File: src/hdl/tcce_pkg.sv
// Shared types and constants for the text console cursor engine.
package tcce_pkg;

    localparam int COLS          = 64;
    localparam int STORE_CELLS   = 4096;
    localparam int VISIBLE_CELLS = 1920;
    localparam int GLYPH_H       = 16;
    localparam int GLYPH_W       = 8;
    localparam int BACK_ROW      = 32;
    localparam int JQ_DEPTH      = 4;
    localparam int JQ_AW         = $clog2(JQ_DEPTH);

    localparam logic [2:0] CMD_PUT    = 3'd0;
    localparam logic [2:0] CMD_BACK   = 3'd1;
    localparam logic [2:0] CMD_LOCK   = 3'd2;
    localparam logic [2:0] CMD_CLEAR  = 3'd3;
    localparam logic [2:0] CMD_SWITCH = 3'd4;

    localparam logic [7:0] CH_BS    = 8'd8;
    localparam logic [7:0] CH_TAB   = 8'd9;
    localparam logic [7:0] CH_NL    = 8'd10;
    localparam logic [7:0] CH_SPACE = 8'd32;

    localparam logic [7:0] WHITE_RESET = 8'd255;

    typedef enum logic [2:0] {
        K_WRITE  = 3'd0,
        K_ERASE  = 3'd1,
        K_LINE   = 3'd2,
        K_REGION = 3'd3,
        K_CURSOR = 3'd4
    } t_kind;

    typedef enum logic [1:0] {
        TAIL_NONE   = 2'd0,
        TAIL_CURSOR = 2'd1,
        TAIL_REGION = 2'd2
    } t_tail;

    typedef struct packed {
        logic [2:0] cmd;
        logic [7:0] char_code;
        logic [7:0] color_byte;
    } t_cmd_item;

    typedef struct packed {
        t_kind       kind;
        logic [11:0] address;
        logic [7:0]  out_char;
        logic [7:0]  out_color;
        logic [11:0] pix_x;
        logic [11:0] pix_y;
        logic [5:0]  scroll_lines;
        logic        last;
    } t_res_item;

    // one decoded command: a run of cell writes, an optional row clear
    // slotted in after line_pos writes, and an optional closing result
    typedef struct packed {
        logic [2:0]  wr_cnt;
        t_kind       wr_kind;
        logic [11:0] wr_addr;
        logic [7:0]  wr_char;
        logic [7:0]  wr_color;
        logic [7:0]  fill_color;
        logic        has_line;
        logic [2:0]  line_pos;
        logic [11:0] line_addr;
        t_tail       tail;
        logic        recomp;
        logic [11:0] wc_final;
        logic [5:0]  lo_final;
    } t_job;

endpackage

File: src/hdl/tcce_jobq.sv
// Small job queue between the command decoder and the result sequencer.
module tcce_jobq (
    input  logic           i_clk,
    input  logic           i_rst_n,
    input  logic           i_wr,
    input  tcce_pkg::t_job i_wdata,
    output logic           o_full,
    input  logic           i_rd,
    output tcce_pkg::t_job o_rdata,
    output logic           o_empty
);
    import tcce_pkg::*;

    t_job             r_mem [JQ_DEPTH];
    logic [JQ_AW-1:0] r_wptr;
    logic [JQ_AW-1:0] r_rptr;
    logic [JQ_AW:0]   r_cnt;

    assign o_full  = (r_cnt == (JQ_AW + 1)'(JQ_DEPTH));
    assign o_empty = (r_cnt == '0);
    assign o_rdata = r_mem[r_rptr];

    always_ff @(posedge i_clk) begin
        if (i_wr) begin
            r_mem[r_wptr] <= i_wdata;
        end
    end

    always_ff @(posedge i_clk) begin
        if (!i_rst_n) begin
            r_wptr <= '0;
            r_rptr <= '0;
            r_cnt  <= '0;
        end else begin
            if (i_wr) begin
                r_wptr <= r_wptr + 1'b1;
            end
            if (i_rd) begin
                r_rptr <= r_rptr + 1'b1;
            end
            if (i_wr && !i_rd) begin
                r_cnt <= r_cnt + 1'b1;
            end else if (!i_wr && i_rd) begin
                r_cnt <= r_cnt - 1'b1;
            end
        end
    end

endmodule

File: src/hdl/tcce_front.sv
// Command decoder: cursor state, wrap and scroll decisions, job build.
module tcce_front (
    input  logic                i_clk,
    input  logic                i_rst_n,
    input  logic                i_cfg_we,
    input  logic [7:0]          i_cfg_wdata,
    input  logic                i_accept,
    input  tcce_pkg::t_cmd_item i_item,
    output tcce_pkg::t_job      o_job,
    output logic                o_job_wr
);
    import tcce_pkg::*;

    localparam logic [11:0] VIS_CELLS = 12'(VISIBLE_CELLS);
    localparam logic [11:0] BACK_BASE = 12'(BACK_ROW * COLS);
    localparam logic [5:0]  BACK_LO   = 6'(BACK_ROW);

    logic [7:0]  r_white;
    logic [11:0] r_wc;
    logic [11:0] r_front;
    logic [11:0] r_bc;
    logic        r_shown;
    logic [5:0]  r_lo;

    logic [11:0] n_wc;
    logic [11:0] n_front;
    logic [11:0] n_bc;
    logic        n_shown;
    logic [5:0]  n_lo;
    logic        known;
    t_job        job;
    logic [11:0] target;
    logic [11:0] wc_nl;
    logic [11:0] wc_k;
    logic        hit;

    always_comb begin
        target  = VIS_CELLS + {r_lo, 6'b0};
        wc_nl   = {r_wc[11:6] + 6'd1, 6'b0};
        wc_k    = '0;
        hit     = 1'b0;
        n_wc    = r_wc;
        n_front = r_front;
        n_bc    = r_bc;
        n_shown = r_shown;
        n_lo    = r_lo;
        known   = 1'b1;
        job     = '0;
        job.wr_kind    = K_WRITE;
        job.tail       = TAIL_NONE;
        job.fill_color = r_white;

        unique case (i_item.cmd)
            CMD_PUT: begin
                job.recomp = 1'b1;
                case (i_item.char_code)
                    CH_NL: begin
                        n_wc = wc_nl;
                        if (wc_nl == target) begin
                            job.has_line  = 1'b1;
                            job.line_addr = wc_nl;
                            n_lo          = r_lo + 6'd1;
                        end else begin
                            job.tail = TAIL_CURSOR;
                        end
                    end
                    CH_TAB: begin
                        job.wr_cnt   = 3'd4;
                        job.wr_addr  = r_wc;
                        job.wr_char  = CH_SPACE;
                        job.wr_color = r_white;
                        n_wc         = r_wc + 12'd4;
                        for (int k = 1; k <= 4; k++) begin
                            wc_k = r_wc + 12'(k);
                            if (!hit && wc_k == target) begin
                                hit           = 1'b1;
                                job.has_line  = 1'b1;
                                job.line_pos  = 3'(k);
                                job.line_addr = wc_k;
                            end
                        end
                        if (hit) begin
                            n_lo = r_lo + 6'd1;
                        end
                    end
                    CH_BS: begin
                        if (r_front < r_wc) begin
                            n_wc        = r_wc - 12'd1;
                            job.wr_cnt  = 3'd1;
                            job.wr_kind = K_ERASE;
                            job.wr_addr = r_wc - 12'd1;
                        end else begin
                            job.tail = TAIL_CURSOR;
                        end
                    end
                    default: begin
                        job.wr_cnt   = 3'd1;
                        job.wr_addr  = r_wc;
                        job.wr_char  = i_item.char_code;
                        job.wr_color = i_item.color_byte;
                        n_wc         = r_wc + 12'd1;
                        if (n_wc == target) begin
                            job.has_line  = 1'b1;
                            job.line_pos  = 3'd1;
                            job.line_addr = n_wc;
                            n_lo          = r_lo + 6'd1;
                        end
                    end
                endcase
            end
            CMD_BACK: begin
                job.wr_cnt   = 3'd1;
                job.wr_addr  = r_bc;
                job.wr_char  = i_item.char_code;
                job.wr_color = i_item.color_byte;
                n_bc         = r_bc + 12'd1;
            end
            CMD_LOCK: begin
                n_front  = r_wc;
                job.tail = TAIL_CURSOR;
            end
            CMD_CLEAR: begin
                job.tail   = TAIL_REGION;
                job.recomp = 1'b1;
                n_wc       = '0;
                n_front    = '0;
                n_bc       = '0;
                n_shown    = 1'b0;
                n_lo       = '0;
            end
            CMD_SWITCH: begin
                job.tail = TAIL_CURSOR;
                n_shown  = !r_shown;
                if (!r_shown) begin
                    n_wc = BACK_BASE;
                    n_bc = '0;
                    n_lo = BACK_LO;
                end else begin
                    n_wc = '0;
                    n_bc = BACK_BASE;
                    n_lo = '0;
                end
            end
            default: begin
                known = 1'b0;
            end
        endcase

        job.wc_final = n_wc;
        job.lo_final = n_lo;
    end

    assign o_job    = job;
    assign o_job_wr = i_accept && known;

    always_ff @(posedge i_clk) begin
        if (!i_rst_n) begin
            r_white <= WHITE_RESET;
        end else if (i_cfg_we) begin
            r_white <= i_cfg_wdata;
        end
    end

    always_ff @(posedge i_clk) begin
        if (!i_rst_n) begin
            r_wc    <= '0;
            r_front <= '0;
            r_bc    <= '0;
            r_shown <= 1'b0;
            r_lo    <= '0;
        end else if (o_job_wr) begin
            r_wc    <= n_wc;
            r_front <= n_front;
            r_bc    <= n_bc;
            r_shown <= n_shown;
            r_lo    <= n_lo;
        end
    end

endmodule

File: src/hdl/tcce_back.sv
// Result sequencer: expands each job into items and holds the output register.
module tcce_back (
    input  logic                i_clk,
    input  logic                i_rst_n,
    input  tcce_pkg::t_job      i_job,
    input  logic                i_job_empty,
    output logic                o_job_rd,
    output tcce_pkg::t_res_item o_res,
    output logic                o_empty,
    input  logic                i_pop
);
    import tcce_pkg::*;

    logic [2:0]  r_widx;
    logic        r_line_done;
    logic [11:0] r_px;
    logic [11:0] r_py;
    t_res_item   r_out;
    logic        r_ov;

    logic        advance;
    logic        line_now;
    logic        wr_now;
    logic        last;
    logic [11:0] off;
    logic [5:0]  row;
    logic [5:0]  col;
    logic [11:0] px;
    logic [11:0] py;
    t_res_item   res;

    always_comb begin
        off = i_job.wc_final - {i_job.lo_final, 6'b0};
        row = off[11:6];
        col = off[5:0];
        if (i_job.recomp) begin
            py = 12'(GLYPH_H * int'(row) + 1);
            px = (col == 6'(COLS - 1)) ? 12'd1 : 12'(GLYPH_W * int'(col) + 1);
        end else begin
            py = r_py;
            px = r_px;
        end

        line_now = i_job.has_line && !r_line_done && (r_widx == i_job.line_pos);
        wr_now   = !line_now && (r_widx < i_job.wr_cnt);
        last     = ((r_widx + 3'(wr_now)) == i_job.wr_cnt)
                   && !(i_job.has_line && !r_line_done && !line_now)
                   && !(i_job.tail != TAIL_NONE && (line_now || wr_now));

        res              = '0;
        res.kind         = K_CURSOR;
        res.pix_x        = px;
        res.pix_y        = py;
        res.scroll_lines = i_job.lo_final;
        res.last         = last;
        if (line_now) begin
            res.kind      = K_LINE;
            res.address   = i_job.line_addr;
            res.out_char  = CH_SPACE;
            res.out_color = i_job.fill_color;
        end else if (wr_now) begin
            res.kind      = i_job.wr_kind;
            res.address   = i_job.wr_addr + {9'b0, r_widx};
            res.out_char  = i_job.wr_char;
            res.out_color = i_job.wr_color;
        end else if (i_job.tail == TAIL_REGION) begin
            res.kind      = K_REGION;
            res.out_char  = CH_SPACE;
            res.out_color = i_job.fill_color;
        end
    end

    assign advance  = !i_job_empty && (!r_ov || i_pop);
    assign o_job_rd = advance && last;
    assign o_res    = r_out;
    assign o_empty  = !r_ov;

    always_ff @(posedge i_clk) begin
        if (advance) begin
            r_out <= res;
        end
    end

    always_ff @(posedge i_clk) begin
        if (!i_rst_n) begin
            r_ov        <= 1'b0;
            r_widx      <= '0;
            r_line_done <= 1'b0;
            r_px        <= '0;
            r_py        <= '0;
        end else begin
            if (advance) begin
                r_ov <= 1'b1;
            end else if (i_pop) begin
                r_ov <= 1'b0;
            end
            if (advance) begin
                if (last) begin
                    r_widx      <= '0;
                    r_line_done <= 1'b0;
                    r_px        <= px;
                    r_py        <= py;
                end else begin
                    r_widx      <= r_widx + 3'(wr_now);
                    r_line_done <= r_line_done || line_now;
                end
            end
        end
    end

endmodule

File: src/hdl/text_console_cursor_engine.sv
// Top level of the text console cursor engine.
//
//  channel   handshake            payload
//  command   push / full          i_cmd_item  (cmd, char_code, color_byte)
//  result    empty / pop          o_res_item  (kind .. last)
//  config    i_cfg_we             i_cfg_wdata (white colour)
//
// A command is taken every cycle while the job queue (four deep) has room.
// Plain characters, backspace and the single-result commands give one item
// each; tab gives four or five items, a scrolling character two and a
// scrolling newline one. Items leave one a cycle while the receiver pops.
// The output register is the only result buffer.
// Reset clears all cursors, the line offset and the screen select.
module text_console_cursor_engine (
    input  logic                i_clk,
    input  logic                i_rst_n,
    input  logic                push,
    output logic                full,
    input  tcce_pkg::t_cmd_item i_cmd_item,
    output logic                empty,
    input  logic                pop,
    output tcce_pkg::t_res_item o_res_item,
    input  logic                i_cfg_we,
    input  logic [7:0]          i_cfg_wdata
);
    import tcce_pkg::*;

    t_job job_in;
    t_job job_head;
    logic job_wr;
    logic job_rd;
    logic q_full;
    logic q_empty;

    assign full = q_full;

    tcce_front u_front (
        .i_clk       (i_clk),
        .i_rst_n     (i_rst_n),
        .i_cfg_we    (i_cfg_we),
        .i_cfg_wdata (i_cfg_wdata),
        .i_accept    (push && !q_full),
        .i_item      (i_cmd_item),
        .o_job       (job_in),
        .o_job_wr    (job_wr)
    );

    tcce_jobq u_jobq (
        .i_clk   (i_clk),
        .i_rst_n (i_rst_n),
        .i_wr    (job_wr),
        .i_wdata (job_in),
        .o_full  (q_full),
        .i_rd    (job_rd),
        .o_rdata (job_head),
        .o_empty (q_empty)
    );

    tcce_back u_back (
        .i_clk       (i_clk),
        .i_rst_n     (i_rst_n),
        .i_job       (job_head),
        .i_job_empty (q_empty),
        .o_job_rd    (job_rd),
        .o_res       (o_res_item),
        .o_empty     (empty),
        .i_pop       (pop)
    );

`ifndef SYNTHESIS
    a_q_no_overflow: assert property (@(posedge i_clk) disable iff (!i_rst_n)
        q_full |-> !job_wr)
        else $error("job queue written while full");

    a_q_no_underflow: assert property (@(posedge i_clk) disable iff (!i_rst_n)
        q_empty |-> !job_rd)
        else $error("job queue read while empty");

    a_region_home: assert property (@(posedge i_clk) disable iff (!i_rst_n)
        (!empty && o_res_item.kind == K_REGION) |->
            (o_res_item.last && o_res_item.scroll_lines == '0
             && o_res_item.pix_x == 12'd1 && o_res_item.pix_y == 12'd1))
        else $error("region clear item without home cursor");

    a_cursor_blank: assert property (@(posedge i_clk) disable iff (!i_rst_n)
        (!empty && o_res_item.kind == K_CURSOR) |->
            (o_res_item.last && o_res_item.address == '0
             && o_res_item.out_char == '0 && o_res_item.out_color == '0))
        else $error("cursor item carries cell data");
`endif

endmodule

File: config.mk
export PLATFORM = sky130hd
export DESIGN_NAME = text_console_cursor_engine
export DESIGN_NICKNAME = d
export VERILOG_FILES = /design/src/hdl/tcce_pkg.sv /design/src/hdl/tcce_jobq.sv /design/src/hdl/tcce_front.sv /design/src/hdl/tcce_back.sv /design/src/hdl/text_console_cursor_engine.sv
export SDC_FILE = /design/constraint.sdc
export NUM_CORES = 1
export LEC_CHECK = 0
export BUFFER_PORTS_ARGS = -buffer_cell sky130_fd_sc_hd__clkbuf_2
export CAP_MARGIN = 15
export CORE_MARGIN = 3
export CORE_UTILIZATION = 62
export DETAILED_ROUTE_END_ITERATION = 10
export PLACE_DENSITY_LB_ADDON = 0.12
export SKIP_CTS_REPAIR_TIMING = 1
export SYNTH_ARGS = -nofsm -noshare
export SYNTH_HDL_FRONTEND = slang
export SYNTH_SLANG_ARGS = --single-unit
File: constraint.sdc
create_clock -name i_clk -period 6.75 [get_ports i_clk]
set_input_delay 0.675 -clock i_clk [delete_from_list [all_inputs] [get_ports i_clk]]
set_output_delay 0.675 -clock i_clk [all_outputs]
set_load 0.01 [all_outputs]
==> qor.txt <==
Synth Flop Type - edfxtp_1
TNS Setup - 0 ps
Largest net degree at the start of global routing - 54
Die area - 36500 um^2
DRC - 0
Worst vdd ir - 422 uV
Maxcap violations - 0
P per Cell Area - 327 nW/um^2
Fmax - 0.192 GHz
Gpl congestion - 0.968
Worst EP required - 7250 ps
RSZ-0062 raised after global routing - no
CTS tree - done
Worst EP arrival - 5710 ps
CP cell instances - mux4_2 -> inv_1 -> ha_1 -> a21oi_1 -> o21ai_0 -> buf_4 -> clkinv_1 -> ha_1 -> ha_1 -> xnor2_1 -> xnor2_1 -> a2111oi_2 -> and2_0 -> buf_4 -> inv_1 -> ha_1 -> inv_1 -> fa_1 -> xor2_1 -> or3_1 -> a21oi_1
Drt pass-1 iters - 6
Register area - 12800 um^2
CP Launch Type - register
First-pass GRT wire length - 84500 um
Most used cell, CP - ha_1
Clock power frac - 31.9%
Top cells by area, synth - edfxtp_1 52%, dfxtp_1 8.4%, mux4_2 8.1%
Routed WL - 55600 um
Post-synthesis simple-gate area fraction - 11.1%
Initial antenna violation count - 0
Final hold vios - 0
Mapped cell area - 21200 um^2
Post-Synth XOR/XNOR Area - 3.56%
Syn Inst Count - 1647
Min Tclk post-route - 5210 ps
Pint - 0.00552 W
Setup violators final - 0
Initial core utilization - 63.1%
Antenna Cells - 0
Slew headroom - 25.7%
Sequential group share of total power - 47.5%
Most common cell after layout, fill and taps aside - edfxtp_1
Post-synth EDFFs - 366
Core footprint - 33600 um^2
Layout cells sized above 1 - 16.8%
Synth cell types - 79
Chip Width - 191 um
H-tree depth - 2
Iteration-0 DRC count of the detailed router - 1414
Fillers - 2303
Wire per inst - 25.2 um
Sequential fraction of the synthesis area - 60.2%
Tcrit/Tclk final - 77.2%
Synth Warn # - 0
Pleak - 8.06 nW
Clock Pin Slew Worst Setup and Hold Paths - 60 ps
Maximum buffer depth of the clock tree - 3
Worst Hold Class - in -> reg
DPL Wire Length - 36600 um
Non-Filler Instances - 2205
Compound-Gate Fraction of Synth Area - 10.0%
Adder-cell share of the synthesized area - 2.99%
Largest family of logic cells by synthesized area - simple AND/OR/NAND/NOR gates
Synth top area share - 51.8%
Routed Antenna Nets - 0
Synth area leader - edfxtp_1
Max Slew Vio Count - 0
Hold wc startpoint - i_cfg_wdata[3]
Outcome - finished, final reports clean
Height of the die - 191 um
Critical path type - reg -> reg
Vias in the first global route - 14000
Nets - 1800
Worst-path fanout max - 26
Switching pwr - 0.00219 W
# rows - 67
Most frequent cells in the layout - 366 x edfxtp_1, 133 x nor2_1, 119 x nand2_1, 97 x a21oi_1, 95 x clkbuf_2
Least-Margin Pin Slew - 1110 ps
Clock Sinks - 455
I/O pin cnt - 96
Slowest-stage cell, CP - dfxtp_4
Syn avg cell area - 12.9 um^2
CTS root buf - clkbuf_16
Dpl cells - 2119
Final Skew - 29.0 ps
Total CTS buffers - 46
Sw Ratio - 28.4%
Area Overhead vs Synth - 10.8%
Via count - 14300
Gr usage total - 30.8%
Total grt overflow - 0
Via density - 6.49
CP endpoint kind - register
Clock Latency Late Sink - 580 ps
Asr flop ratio synth - 0%
Logic pwr share - 20.5%
#FFs+latches synth - 455
Area occupied by multi-input gates - 7890 um^2
Buffers on Ports - 95
CP max stage delay - 690 ps
Mux contribution to synthesized area - 9.23%
==> power groups by stage <==
stage,registers (W),logic [W],clock network (W)
3_3_place_gp,0.00370,0.00156,0
2_1_floorplan,0.00380,0.000935,0
5_1_grt,0.00369,0.00171,0.00260
6_report,0.00366,0.00158,0.00246
3_5_place_dp,0.00372,0.00158,0
4_1_cts,0.00366,0.00159,0.00250
==> registers in the layout (all words and copies together) (netlist names), named ones only <==
signal	cells
u_back.r_ov	1
u_jobq.r_cnt	3
u_front.r_wc	12
u_back.r_py	12
u_back.o_res	62
u_front.r_front	12
u_front.r_shown	1
u_front.r_white	8
u_front.r_lo	6
u_front.r_bc	12
u_back.r_px	12
u_jobq.r_wptr	2
u_jobq.r_rptr	2
u_jobq.r_mem	304
u_back.r_line_done	1
u_back.r_widx	3
==> cell usage after synthesis, drive strengths merged (6+ instances only) <==
master / count
nor3: 49
o211ai: 6
nand3: 52
a22o: 19
nor2b: 26
a22oi: 9
o31ai: 19
dfxtp: 89
a211oi: 7
clkinv: 9
xor2: 24
nand4: 17
ha: 46
mux4: 76
a31oi: 13
o21ai: 86
nand3b: 6
edfxtp: 366
and3: 12
mux2i: 19
buf: 38
inv: 39
clkbuf: 65
o22ai: 17
or3: 10
xnor2: 49
nand2: 120
and2: 28
nand2b: 11
nor2: 133
a21oi: 98
a21o: 13
==> layer usage <==
| metal | vias to the layer above | share of wire (%) | global-route usage, % |
|---|---|---|---|
| met2 | 715 | 47 | 49.1 |
| met5 | - | 0 | 0 |
| li1 | 6368 | - | - |
| met4 | 0 | 4.5 | 13.2 |
| met3 | 144 | 8.0 | 5.48 |
| met1 | 7085 | 40 | 42.4 |
==> per-stage QoR <==
step | power [W] | area, um^2 | setup slack, ps | utilization [%] | hold slack (ps)
finish | 0.00770 | 23500 | 1540 | 70.0 | 325
global route | 0.00801 | 23500 | 1150 | 70.0 | 321
CTS | 0.00775 | 23500 | 1510 | 70.0 | 302
detailed placement | 0.00529 | 22100 | 1530 | 65.6 | 436
global placement | 0.00526 | 22100 | 1650 | 65.6 | 434
floorplan | 0.00473 | 21300 | 1010 | - | 421
==> cell type report <==
class	count	share of cell area, %
inverter	48	0.766
multi-input combinational	1048	33.5
clock inverter	21	0.867
timing repair buffer	120	2.82
sequential	455	54.3
clock buffer	65	5.33
tap	448	2.38
==> worst paths after layout <==
path	slack, ps	to	cells after the start
min	320	u_front.r_white[3]	3
max	1540	u_jobq.r_cnt[2]	21
min reg2reg	450	u_back.r_py[2]	1
max reg2reg	1540	u_jobq.r_cnt[2]	21
==> cell families after synthesis <==
| group | after synthesis |
|---|---|
| simple gates | 485 |
| flops | 455 |
| compound gates | 329 |
| buf+inv | 151 |
| mux | 100 |
| xor+xnor | 77 |
| fa+ha+maj | 49 |
| other cells | 1 |
==> critical path: cells and delay by family (launching register included) <==
family | cells | cell delay (ps)
buf+inv | 6 | 990
flops | 1 | 690
compound gates | 4 | 1030
mux | 1 | 600
simple gates | 2 | 480
fa+ha+maj | 5 | 1020
xor+xnor | 3 | 320
(Power assumes the default switching activity.)
